[src/rtl/rk4ed_pkg.sv]
// rk4ed_pkg: shared constants, types and micro-op table for the rk4 decay integrator
// no dependencies; imported by every module of the block

package rk4ed_pkg;

    // number format
    localparam int DATA_WIDTH = 32;
    localparam int FRAC_BITS  = 28;
    localparam logic [DATA_WIDTH-1:0] VMAX = {1'b0, {(DATA_WIDTH-1){1'b1}}};
    localparam logic [DATA_WIDTH-1:0] VMIN = {1'b1, {(DATA_WIDTH-1){1'b0}}};

    // configuration
    localparam int STEP_W    = 29;
    localparam int COUNT_W   = 16;
    localparam int CFG_IDX_W = 2;
    localparam int CFG_DW    = 29;
    localparam logic [STEP_W-1:0]  STEP_SIZE_RST  = STEP_W'(2684355);
    localparam logic [COUNT_W-1:0] STEP_COUNT_RST = COUNT_W'(100);

    localparam logic [CFG_IDX_W-1:0] REG_STEP_SIZE  = CFG_IDX_W'(0);
    localparam logic [CFG_IDX_W-1:0] REG_STEP_COUNT = CFG_IDX_W'(1);
    localparam logic [CFG_IDX_W-1:0] REG_DOUBLING   = CFG_IDX_W'(2);

    // shared multiplier
    localparam int MUL_W  = 32;
    localparam int PROD_W = 2 * MUL_W;
    localparam int MAG_W  = PROD_W - FRAC_BITS + 1;
    // x/3 = (x * RECIP3) >> 32, exact for x below 2^30
    localparam logic [MUL_W-1:0] RECIP3 = 32'h5555_5556;
    localparam int RECIP3_SHIFT = 32;
    // x/15 = (x * RECIP15) >> 35, exact for any 32-bit x
    localparam logic [MUL_W-1:0] RECIP15 = 32'h8888_8889;
    localparam int RECIP15_SHIFT = 35;
    localparam int QUOT_W = PROD_W - RECIP15_SHIFT;

    // stream words
    localparam int IN_DATA_W  = 32;
    localparam int OUT_DATA_W = 64;

    // sequencer
    localparam int PHASE_W = 4;
    localparam logic [PHASE_W-1:0] PHASE_LAST = PHASE_W'(10);
    localparam int CIDX_W = 3;
    localparam logic [CIDX_W-1:0] CIDX_LAST = CIDX_W'(4);

    typedef enum logic {
        K_Y0,
        K_T
    } ksrc_t;

    typedef enum logic [1:0] {
        C_SIX,
        C_THIRD,
        C_HALF,
        C_ONE
    } coef_sel_t;

    typedef enum logic [1:0] {
        ADD_Y_Y0,
        ADD_T_Y0,
        ADD_Y_Y
    } add_op_t;

    typedef struct packed {
        logic      issue;
        ksrc_t     ksrc;
        coef_sel_t coef;
        add_op_t   add;
    } uop_t;

    typedef struct packed {
        logic start;
        logic take;
    } core_ctl_t;

    typedef struct packed {
        logic idle;
        logic res_valid;
    } core_sts_t;

    // one rk4 step as 11 phases; a product issued in one phase is added in the next
    function automatic uop_t uop_at(input logic [PHASE_W-1:0] phase);
        uop_t u;
        u = '{issue: 1'b0, ksrc: K_Y0, coef: C_SIX, add: ADD_Y_Y0};
        unique case (phase)
            PHASE_W'(0): u = '{issue: 1'b1, ksrc: K_Y0, coef: C_SIX,   add: ADD_Y_Y0};
            PHASE_W'(1): u = '{issue: 1'b1, ksrc: K_Y0, coef: C_HALF,  add: ADD_T_Y0};
            PHASE_W'(3): u = '{issue: 1'b1, ksrc: K_T,  coef: C_THIRD, add: ADD_Y_Y};
            PHASE_W'(4): u = '{issue: 1'b1, ksrc: K_T,  coef: C_HALF,  add: ADD_T_Y0};
            PHASE_W'(6): u = '{issue: 1'b1, ksrc: K_T,  coef: C_THIRD, add: ADD_Y_Y};
            PHASE_W'(7): u = '{issue: 1'b1, ksrc: K_T,  coef: C_ONE,   add: ADD_T_Y0};
            PHASE_W'(9): u = '{issue: 1'b1, ksrc: K_T,  coef: C_SIX,   add: ADD_Y_Y};
            default:     u = '{issue: 1'b0, ksrc: K_Y0, coef: C_SIX,   add: ADD_Y_Y0};
        endcase
        return u;
    endfunction

    // rounding of 8*r/30 for a remainder r of a division by 15
    function automatic logic [2:0] err_round(input logic [3:0] r);
        logic [2:0] v;
        case (r) inside
            4'd2, 4'd3, 4'd4, 4'd5:   v = 3'd1;
            4'd6, 4'd7, 4'd8, 4'd9:   v = 3'd2;
            4'd10, 4'd11, 4'd12, 4'd13: v = 3'd3;
            4'd14:                    v = 3'd4;
            default:                  v = 3'd0;
        endcase
        return v;
    endfunction

endpackage

[src/rtl/rk4_exponential_decay_integrator.sv]
// rk4_exponential_decay_integrator: top level with stream ports, config registers
// and output register; depends on rk4ed_pkg and rk4ed_core

// Integrates y' = -y from each initial value (signed Q3.28) over step_count
// classic RK4 steps of size step_size (unsigned Q1.28) and returns the final
// value; with doubling_mode set every step is a full step plus two half steps,
// the half-step result is kept and the word also carries 4*(half-full)/15 of
// the last step (zero otherwise). All arithmetic saturates. One value is worked
// on at a time: after an accepted word the block first derives the step
// coefficients, then runs each RK4 step on its single shared 32x32 multiplier
// (four dependent stages, seven products), and in doubling mode it then forms
// the error estimate. The result sits in an output register, so a new value
// may start while the previous result waits. Config writes belong to idle
// periods only.

module rk4_exponential_decay_integrator
    import rk4ed_pkg::*;
(
    input  logic                  aclk,
    input  logic                  aresetn,
    // configuration
    input  logic                  cfg_wr_en,
    input  logic [CFG_IDX_W-1:0]  cfg_index,
    input  logic [CFG_DW-1:0]     cfg_wdata,
    // input stream
    input  logic                  s_tvalid,
    output logic                  s_tready,
    input  logic [IN_DATA_W-1:0]  s_tdata,   // [31:0] initial_value
    input  logic                  s_tlast,   // batch_end
    // result stream
    output logic                  m_tvalid,
    input  logic                  m_tready,
    output logic [OUT_DATA_W-1:0] m_tdata,   // [31:0] final_value, [63:32] error_estimate
    output logic                  m_tlast    // batch_end_out
);

    logic [STEP_W-1:0]     step_size_reg;
    logic [COUNT_W-1:0]    step_count_reg;
    logic                  doubling_reg;
    logic                  batch_end_reg;

    logic                  m_tvalid_reg;
    logic [OUT_DATA_W-1:0] m_tdata_reg;
    logic                  m_tlast_reg;

    core_ctl_t             ctl;
    core_sts_t             sts;
    logic [DATA_WIDTH-1:0] final_value;
    logic [DATA_WIDTH-1:0] error_estimate;
    logic                  out_free;

    // register writes, no read-back; unknown indexes are dropped
    always_ff @(posedge aclk) begin
        if (!aresetn) begin
            step_size_reg  <= STEP_SIZE_RST;
            step_count_reg <= STEP_COUNT_RST;
            doubling_reg   <= 1'b0;
        end else if (cfg_wr_en) begin
            unique case (cfg_index)
                REG_STEP_SIZE:  step_size_reg  <= cfg_wdata[STEP_W-1:0];
                REG_STEP_COUNT: step_count_reg <= cfg_wdata[COUNT_W-1:0];
                REG_DOUBLING:   doubling_reg   <= cfg_wdata[0];
                default: ;
            endcase
        end
    end

    // input side: ready whenever the sequencer is idle
    assign s_tready  = sts.idle;
    assign ctl.start = s_tvalid && sts.idle;

    always_ff @(posedge aclk) begin
        if (ctl.start) begin
            batch_end_reg <= s_tlast;
        end
    end

    rk4ed_core u_core (
        .aclk           (aclk),
        .aresetn        (aresetn),
        .ctl            (ctl),
        .step_size      (step_size_reg),
        .step_count     (step_count_reg),
        .doubling_mode  (doubling_reg),
        .init_value     (s_tdata[DATA_WIDTH-1:0]),
        .sts            (sts),
        .final_value    (final_value),
        .error_estimate (error_estimate)
    );

    // output register: loads a finished result once the previous word is gone
    assign out_free = !m_tvalid_reg || m_tready;
    assign ctl.take = sts.res_valid && out_free;

    always_ff @(posedge aclk) begin
        if (!aresetn) begin
            m_tvalid_reg <= 1'b0;
        end else if (ctl.take) begin
            m_tvalid_reg <= 1'b1;
        end else if (m_tready) begin
            m_tvalid_reg <= 1'b0;
        end
    end

    always_ff @(posedge aclk) begin
        if (ctl.take) begin
            m_tdata_reg <= {error_estimate, final_value};
            m_tlast_reg <= batch_end_reg;
        end
    end

    assign m_tvalid = m_tvalid_reg;
    assign m_tdata  = m_tdata_reg;
    assign m_tlast  = m_tlast_reg;

endmodule

[src/rtl/rk4ed_mul.sv]
// rk4ed_mul: the shared unsigned multiplier with a registered product
// depends on rk4ed_pkg

module rk4ed_mul
    import rk4ed_pkg::*;
(
    input  logic              aclk,
    input  logic [MUL_W-1:0]  op_a,
    input  logic [MUL_W-1:0]  op_b,
    output logic [PROD_W-1:0] prod
);

    logic [PROD_W-1:0] prod_reg;

    always_ff @(posedge aclk) begin
        prod_reg <= PROD_W'(op_a) * PROD_W'(op_b);
    end

    assign prod = prod_reg;

endmodule

[src/rtl/rk4ed_core.sv]
// rk4ed_core: sequencer and datapath around the shared multiplier
// depends on rk4ed_pkg and rk4ed_mul

module rk4ed_core
    import rk4ed_pkg::*;
(
    input  logic                  aclk,
    input  logic                  aresetn,
    input  core_ctl_t             ctl,
    input  logic [STEP_W-1:0]     step_size,
    input  logic [COUNT_W-1:0]    step_count,
    input  logic                  doubling_mode,
    input  logic [DATA_WIDTH-1:0] init_value,
    output core_sts_t             sts,
    output logic [DATA_WIDTH-1:0] final_value,
    output logic [DATA_WIDTH-1:0] error_estimate
);

    typedef enum logic [2:0] {
        S_IDLE,
        S_COEF,
        S_STEP,
        S_EDIFF,
        S_EMUL,
        S_EFIN,
        S_DONE
    } state_t;

    state_t                state_reg;
    logic [PHASE_W-1:0]    phase_reg;
    logic [CIDX_W-1:0]     cidx_reg;
    logic [1:0]            sub_reg;
    logic [COUNT_W-1:0]    step_cnt_reg;
    logic                  a_valid_reg;
    add_op_t               a_op_reg;
    logic                  a_neg_reg;

    logic [DATA_WIDTH-1:0] y0_reg;
    logic [DATA_WIDTH-1:0] yf_reg;
    logic [DATA_WIDTH-1:0] y_reg;
    logic [DATA_WIDTH-1:0] t_reg;
    logic [DATA_WIDTH-1:0] err_reg;
    logic [MUL_W-1:0]      d_reg;
    logic                  eneg_reg;
    logic [STEP_W-1:0]     c6f_reg;
    logic [STEP_W-1:0]     c3f_reg;
    logic [STEP_W-1:0]     c6h_reg;
    logic [STEP_W-1:0]     c3h_reg;

    logic [MUL_W-1:0]      op_a;
    logic [MUL_W-1:0]      op_b;
    logic [PROD_W-1:0]     prod;

    uop_t                  uop;
    logic                  half_sel;
    logic [STEP_W-1:0]     h_step;
    logic [STEP_W-1:0]     coef;
    logic [STEP_W:0]       num;
    logic [DATA_WIDTH-1:0] k_src;
    logic                  k_neg;
    logic [DATA_WIDTH-1:0] k_mag;

    logic [MAG_W-1:0]      p_mag;
    logic [DATA_WIDTH-1:0] p_val;
    logic [DATA_WIDTH-1:0] add_base;
    logic [DATA_WIDTH:0]   sum_ext;
    logic [DATA_WIDTH-1:0] sum;

    logic [DATA_WIDTH:0]   diff;
    logic [QUOT_W-1:0]     quot;
    logic [3:0]            rem;
    logic [DATA_WIDTH-1:0] err_mag;
    logic [DATA_WIDTH-1:0] err_val;
    logic                  last_step;

    rk4ed_mul u_mul (
        .aclk (aclk),
        .op_a (op_a),
        .op_b (op_b),
        .prod (prod)
    );

    // coefficient selection
    assign uop      = uop_at(phase_reg);
    assign half_sel = doubling_mode && (sub_reg != 2'd0);
    assign h_step   = STEP_W'(({1'b0, step_size} + (STEP_W+1)'(1)) >> 1);

    always_comb begin
        case (uop.coef)
            C_SIX:   coef = half_sel ? c6h_reg : c6f_reg;
            C_THIRD: coef = half_sel ? c3h_reg : c3f_reg;
            C_HALF:  coef = half_sel ? STEP_W'(({1'b0, h_step} + (STEP_W+1)'(1)) >> 1)
                                     : h_step;
            default: coef = half_sel ? h_step : step_size;
        endcase
    end

    // numerators that go through the divide-by-three reciprocal
    always_comb begin
        case (cidx_reg)
            CIDX_W'(0): num = ({1'b0, step_size} + (STEP_W+1)'(3)) >> 1;
            CIDX_W'(1): num = {1'b0, step_size} + (STEP_W+1)'(1);
            CIDX_W'(2): num = ({1'b0, h_step} + (STEP_W+1)'(3)) >> 1;
            default:    num = {1'b0, h_step} + (STEP_W+1)'(1);
        endcase
    end

    // k = -src, saturated; split into sign and magnitude for the multiplier
    assign k_src = (uop.ksrc == K_T) ? t_reg : y0_reg;
    assign k_neg = !k_src[DATA_WIDTH-1] && (k_src != '0);
    always_comb begin
        if (k_src == VMIN) begin
            k_mag = VMAX;
        end else if (k_src[DATA_WIDTH-1]) begin
            k_mag = -k_src;
        end else begin
            k_mag = k_src;
        end
    end

    always_comb begin
        op_a = '0;
        op_b = '0;
        unique case (state_reg)
            S_COEF: begin
                op_a = MUL_W'(num);
                op_b = RECIP3;
            end
            S_STEP: begin
                op_a = MUL_W'(k_mag);
                op_b = MUL_W'(coef);
            end
            S_EMUL: begin
                op_a = d_reg;
                op_b = RECIP15;
            end
            default: begin
                op_a = '0;
                op_b = '0;
            end
        endcase
    end

    // round half away, drop the fraction, saturate, then saturating add
    assign p_mag = MAG_W'(prod[PROD_W-1:FRAC_BITS]) + MAG_W'(prod[FRAC_BITS-1]);

    always_comb begin
        if (a_neg_reg) begin
            if (p_mag > MAG_W'(VMAX) + MAG_W'(1)) begin
                p_val = VMIN;
            end else begin
                p_val = -p_mag[DATA_WIDTH-1:0];
            end
        end else begin
            if (p_mag > MAG_W'(VMAX)) begin
                p_val = VMAX;
            end else begin
                p_val = p_mag[DATA_WIDTH-1:0];
            end
        end
    end

    assign add_base = (a_op_reg == ADD_Y_Y) ? y_reg : y0_reg;
    assign sum_ext  = {add_base[DATA_WIDTH-1], add_base} + {p_val[DATA_WIDTH-1], p_val};

    always_comb begin
        if (sum_ext[DATA_WIDTH] != sum_ext[DATA_WIDTH-1]) begin
            sum = sum_ext[DATA_WIDTH] ? VMIN : VMAX;
        end else begin
            sum = sum_ext[DATA_WIDTH-1:0];
        end
    end

    // error estimate: 4*q + round(8*r/30), r = d - 15*q taken mod 16
    assign diff    = {y0_reg[DATA_WIDTH-1], y0_reg} - {yf_reg[DATA_WIDTH-1], yf_reg};
    assign quot    = prod[PROD_W-1:RECIP15_SHIFT];
    assign rem     = d_reg[3:0] + quot[3:0];
    assign err_mag = DATA_WIDTH'({quot, 2'b00}) + DATA_WIDTH'(err_round(rem));
    assign err_val = eneg_reg ? -err_mag : err_mag;

    assign last_step = ({1'b0, step_cnt_reg} + (COUNT_W+1)'(1)) == {1'b0, step_count};

    always_ff @(posedge aclk) begin
        if (!aresetn) begin
            state_reg    <= S_IDLE;
            phase_reg    <= '0;
            cidx_reg     <= '0;
            sub_reg      <= '0;
            step_cnt_reg <= '0;
            a_valid_reg  <= 1'b0;
        end else begin
            unique case (state_reg)
                S_IDLE: begin
                    if (ctl.start) begin
                        y0_reg       <= init_value;
                        err_reg      <= '0;
                        phase_reg    <= '0;
                        cidx_reg     <= '0;
                        sub_reg      <= '0;
                        step_cnt_reg <= '0;
                        a_valid_reg  <= 1'b0;
                        state_reg    <= (step_count == '0) ? S_DONE : S_COEF;
                    end
                end
                S_COEF: begin
                    cidx_reg <= cidx_reg + CIDX_W'(1);
                    case (cidx_reg)
                        CIDX_W'(1): c6f_reg <= prod[RECIP3_SHIFT +: STEP_W];
                        CIDX_W'(2): c3f_reg <= prod[RECIP3_SHIFT +: STEP_W];
                        CIDX_W'(3): c6h_reg <= prod[RECIP3_SHIFT +: STEP_W];
                        CIDX_W'(4): c3h_reg <= prod[RECIP3_SHIFT +: STEP_W];
                        default: ;
                    endcase
                    if (cidx_reg == CIDX_LAST) begin
                        state_reg <= S_STEP;
                    end
                end
                S_STEP: begin
                    a_valid_reg <= uop.issue;
                    a_op_reg    <= uop.add;
                    a_neg_reg   <= k_neg;
                    if (a_valid_reg) begin
                        if (a_op_reg == ADD_T_Y0) begin
                            t_reg <= sum;
                        end else begin
                            y_reg <= sum;
                        end
                    end
                    if (phase_reg == PHASE_LAST) begin
                        phase_reg <= '0;
                        if (doubling_mode && sub_reg == 2'd0) begin
                            yf_reg  <= sum;
                            sub_reg <= 2'd1;
                        end else if (doubling_mode && sub_reg == 2'd1) begin
                            y0_reg  <= sum;
                            sub_reg <= 2'd2;
                        end else begin
                            y0_reg  <= sum;
                            sub_reg <= 2'd0;
                            if (last_step) begin
                                state_reg <= doubling_mode ? S_EDIFF : S_DONE;
                            end else begin
                                step_cnt_reg <= step_cnt_reg + COUNT_W'(1);
                            end
                        end
                    end else begin
                        phase_reg <= phase_reg + PHASE_W'(1);
                    end
                end
                S_EDIFF: begin
                    eneg_reg  <= diff[DATA_WIDTH];
                    d_reg     <= diff[DATA_WIDTH] ? MUL_W'(-diff) : MUL_W'(diff);
                    state_reg <= S_EMUL;
                end
                S_EMUL: begin
                    state_reg <= S_EFIN;
                end
                S_EFIN: begin
                    err_reg   <= err_val;
                    state_reg <= S_DONE;
                end
                S_DONE: begin
                    if (ctl.take) begin
                        state_reg <= S_IDLE;
                    end
                end
                default: begin
                    state_reg <= S_IDLE;
                end
            endcase
        end
    end

    assign sts.idle        = (state_reg == S_IDLE);
    assign sts.res_valid   = (state_reg == S_DONE);
    assign final_value     = y0_reg;
    assign error_estimate  = err_reg;

endmodule

[config.mk]
export PLATFORM = sky130hd
export DESIGN_NAME = rk4_exponential_decay_integrator
export DESIGN_NICKNAME = d
export VERILOG_FILES = /design/src/rtl/rk4ed_pkg.sv /design/src/rtl/rk4_exponential_decay_integrator.sv /design/src/rtl/rk4ed_mul.sv /design/src/rtl/rk4ed_core.sv
export SDC_FILE = /design/constraint.sdc
export NUM_CORES = 2
export LEC_CHECK = 0
export ABC_AREA = 1
export BUFFER_PORTS_ARGS = -buffer_cell sky130_fd_sc_hd__buf_2
export CORE_AREA = 8 8 390 392
export DETAILED_ROUTE_END_ITERATION = 8
export DIE_AREA = 0 0 398 400
export PLACE_DENSITY = 0.72
export RECOVER_POWER = 25
export SYNTH_ARGS = -nofsm -noshare
export SYNTH_HDL_FRONTEND = slang
export SYNTH_SLANG_ARGS = --single-unit
[constraint.sdc]
create_clock -name aclk -period 19.12 [get_ports aclk]
set_input_delay 4.78 -clock aclk [delete_from_list [all_inputs] [get_ports aclk]]
set_output_delay 4.78 -clock aclk [all_outputs]
set_load 0.02 [all_outputs]
==> qor.csv <==
stage,metric,value,unit
routing,vias,57700,
synthesis,post-synthesis cell type count,75,
sta,Relative slew margins,-37.74,%
floorplan,Starting Density,44.60,%
sta,Max Slew Vio Count,99,
synthesis,post-synth top area cell,fa_1,
final_layout,nets,9603,
clock_tree,clock sinks,491,
routing,met2 wire length,110100,um
synthesis,post-synthesis adder-cell area fraction,33.77,%
routing,wl on met1,94340,um
synthesis,flop and latch count out of synthesis,491,
critical_path,type of element capturing the critical path,flip-flop,
power,Cell Pwr Density,186.1,nW/um2
grt,total grt overflow,0,
critical_path,Worst EP required,19.62,ns
critical_path,RR Startpoint,u_core.phase_reg[1],
floorplan,Die Width,398,um
floorplan,row count,141,
clock_tree,root buffer cell,clkbuf_16,
routing,WL/cell,23.68,um
final_layout,Layout area overhead,6.760,%
min_path,WHS Endpoint,m_tdata[45],
floorplan,DIE AREA,159200,um2
status,status,finished with violations,
status,failing checks,"capacitance limit, slew limit",
clock_tree,# hold bufs at CTS,0,
grt,first-pass GRT wire length,362600,um
grt,largest net degree at the start of global routing,69,
floorplan,io pins,136,
place,DP Cell Count,10170,
power,VDD IR max,0.0003182,V
synthesis,Yosys top cell area share,26.58,%
synthesis,mux cell area share after synthesis,0.03453,%
routing,Routed WL,243200,um
sta,Worst Tran Pin Value,2.058,ns
critical_path,RR Endpoint,u_core.u_mul.prod[44],
run,Max-Cap Viols,4,
sta,Max Clk Rate,73.38,MHz
critical_path,Crit Path Class,reg2reg,
clock_tree,PostCTS Resize Cnt,0,
sta,minimum clock period after layout,13.63,ns
place,final RePlAce weighted congestion,1.034,
synthesis,Post-Syn Area,65230,um2
sta,unrepaired setup endpoints after global routing,false,
critical_path,startpoint types,flip-flop,
critical_path,r2r setup slk,5.49,ns
sta,Clock Skews,0.03698,ns
clock_tree,Clock transition at path regs,0.07,ns
critical_path,Crit-path slowest cell,nand4_1,
clock_tree,H-tree Lvls,2,
clock_tree,clk buf depth,3,
power,Leak,33.71,nW
synthesis,XOR/XNOR Fraction of Synth Area,3.140,%
routing,Initial DRC Count,6259,
synthesis,"FFs w/ async S/R, synth",0,%
grt,initial antenna violation count,1,
synthesis,largest cells by area after synthesis,"fa_1, edfxtp_1, nand2_1, inv_1, ha_1",
final_layout,layout cells sized above 1,6.861,%
critical_path,crit path max fanout,35,
synthesis,syn_area_per_cell,7.872,um2
routing,Remaining DRCs,0,
min_path,Hold Crit Class,reg2reg,
final_layout,Fillers,14280,
final_layout,most frequent cells in the layout,"nand2_1, inv_1, fa_1",
place,PortBufs,135,
clock_tree,TritonCTS Buffers,52,
critical_path,CP max stage delay,1.56,ns
synthesis,Synth Flop Type,edfxtp_1,
sta,# setup viols final,0,
synthesis,largest family of logic cells by synthesized area,adder cells,
synthesis,simple-gate portion of the synthesized area,20.39,%
final_layout,max FFs per register,64,
place,post-DP HPWL,196500,um
sta,fin crit share,71.27,%
routing,via density per instance,5.617,
floorplan,die height,400,um
critical_path,critical path arrival,14.12,ns
min_path,Hold Path Cell Cnt,0,
clock_tree,CTS tree,built,
sta,Setup Total Neg Slack,0,ns
clock_tree,Post-CTS Setup Bufs,0,
critical_path,R2R cell count,39,
grt,total track usage,30.12,%
final_layout,"commonest non-fill, non-tap cell in the layout",nand2_1,
sta,Final Hold Viols,0,
synthesis,Ys Warns,0,
synthesis,compound-cell area share of the yosys netlist,9.307,%
synthesis,number of synthesized flops with an enable pin,378,
routing,drt first pass iters,8,
final_layout,final std cells w/o fill,10270,
routing,wire length on met3,23200,um
final_layout,final core occ,47.61,%
clock_tree,Clock Latency Late Sink,0.64,ns
synthesis,synthesized instance count,8286,
routing,Max Used Layer,met4,
routing,DRT antenna net count,0,
synthesis,sequential cell area fraction in the yosys report,20.87,%
min_path,Worst Hold Launch,u_core.error_estimate[13],
floorplan,Core ar.,146300,um2
grt,vias in the first global route,58520,
-- cell families after synthesis --
group	count (synthesis)
DFF	491
and+or+nand+nor	3178
xor gates and xnor gates	227
AOI/OAI and AO/OA	1050
other	1
adders and majority gates	1241
buffers and inverters	2096
muxes	2
-- cell usage after synthesis (9+ instances only) --
cell and instances:
a221oi_1 17, nand4_1 98, buf_1 19, clkbuf_1 154, nor3_1 93, a31oi_1 42
buf_4 14, xnor2_1 53, ha_1 375, nand3b_1 10, edfxtp_1 378, inv_1 1740
a21oi_2 20, nor2_4 14, nand3_2 11, nand2_1 1820, o21a_1 26, o21ai_2 9
a21oi_1 472, fa_1 866, nor2_1 769, o31ai_1 9, buf_6 15, nand3_1 211
xor2_1 166, o21ai_0 256, a22oi_1 16, nor4_1 35, o22ai_1 10, buf_2 88
nand2_2 33, a211oi_1 19, or2_2 23, clkinv_1 15, o221ai_1 14, dfxtp_1 113
o211ai_1 44, o21ai_1 44, nor2_2 21, inv_2 51
-- routing by layer --
metal	GRT usage, %	vias to the layer above
met2	48.49	3100
li1	-	25650
met4	15.69	0
met1	38.89	28240
met5	0	-
met3	5.456	711
-- through the flow --
step | area (um2) | power (mW) | worst slack (ns) | hold WS, ns
CTS | 69660 | 12.85 | 7.106 | 0.3924
floorplan | 65230 | 8.172 | 7.496 | 0.4003
global placement | 67890 | 11.61 | 7.168 | 0.4028
global route | 69620 | 13.93 | 4.746 | 0.4024
detailed placement | 67890 | 11.70 | 7.131 | 0.4045
finish | 69640 | 12.96 | 5.492 | 0.3943
-- where the power goes --
group | switching (mW) | internal, mW
clock network | 0.474 | 0.587
logic | 6.95 | 3.17
registers | 0.205 | 1.57
total | 7.63 | 5.33
-- area by class of cell --
type	count	area [um2]	area share [%]
antenna	5	12.51	0.01797
clock buffer	58	1345	1.932
clock inverter	40	427.9	0.6145
inverter	1806	6779	9.735
multi-input combinational	5700	43580	62.58
sequential	491	13610	19.55
tap	1930	2415	3.468
timing repair buffer	242	1464	2.102
-- critical path: cells and delay by family (launching register included) --
kind,cells,cell delay [ns]
and+or+nand+nor,14,4.92
adders and majority gates,9,4.61
AOI/OAI and AO/OA,6,2.08
buffers and inverters,9,1.05
DFF,1,0.41
xor gates and xnor gates,1,0.39
-- worst max path at each step --
stage,depth (start not counted),from,end
2_1_floorplan,2,m_tready,m_tdata[0]
3_3_place_gp,43,u_core.phase_reg[2],u_core.u_mul.prod[53]
3_5_place_dp,39,u_core.phase_reg[1],u_core.u_mul.prod[44]
4_1_cts,43,u_core.phase_reg[3],u_core.u_mul.prod[53]
5_1_grt,40,u_core.phase_reg[0],u_core.u_mul.prod[44]
6_report,39,u_core.phase_reg[1],u_core.u_mul.prod[44]
Power figures use the tool's default switching activity.
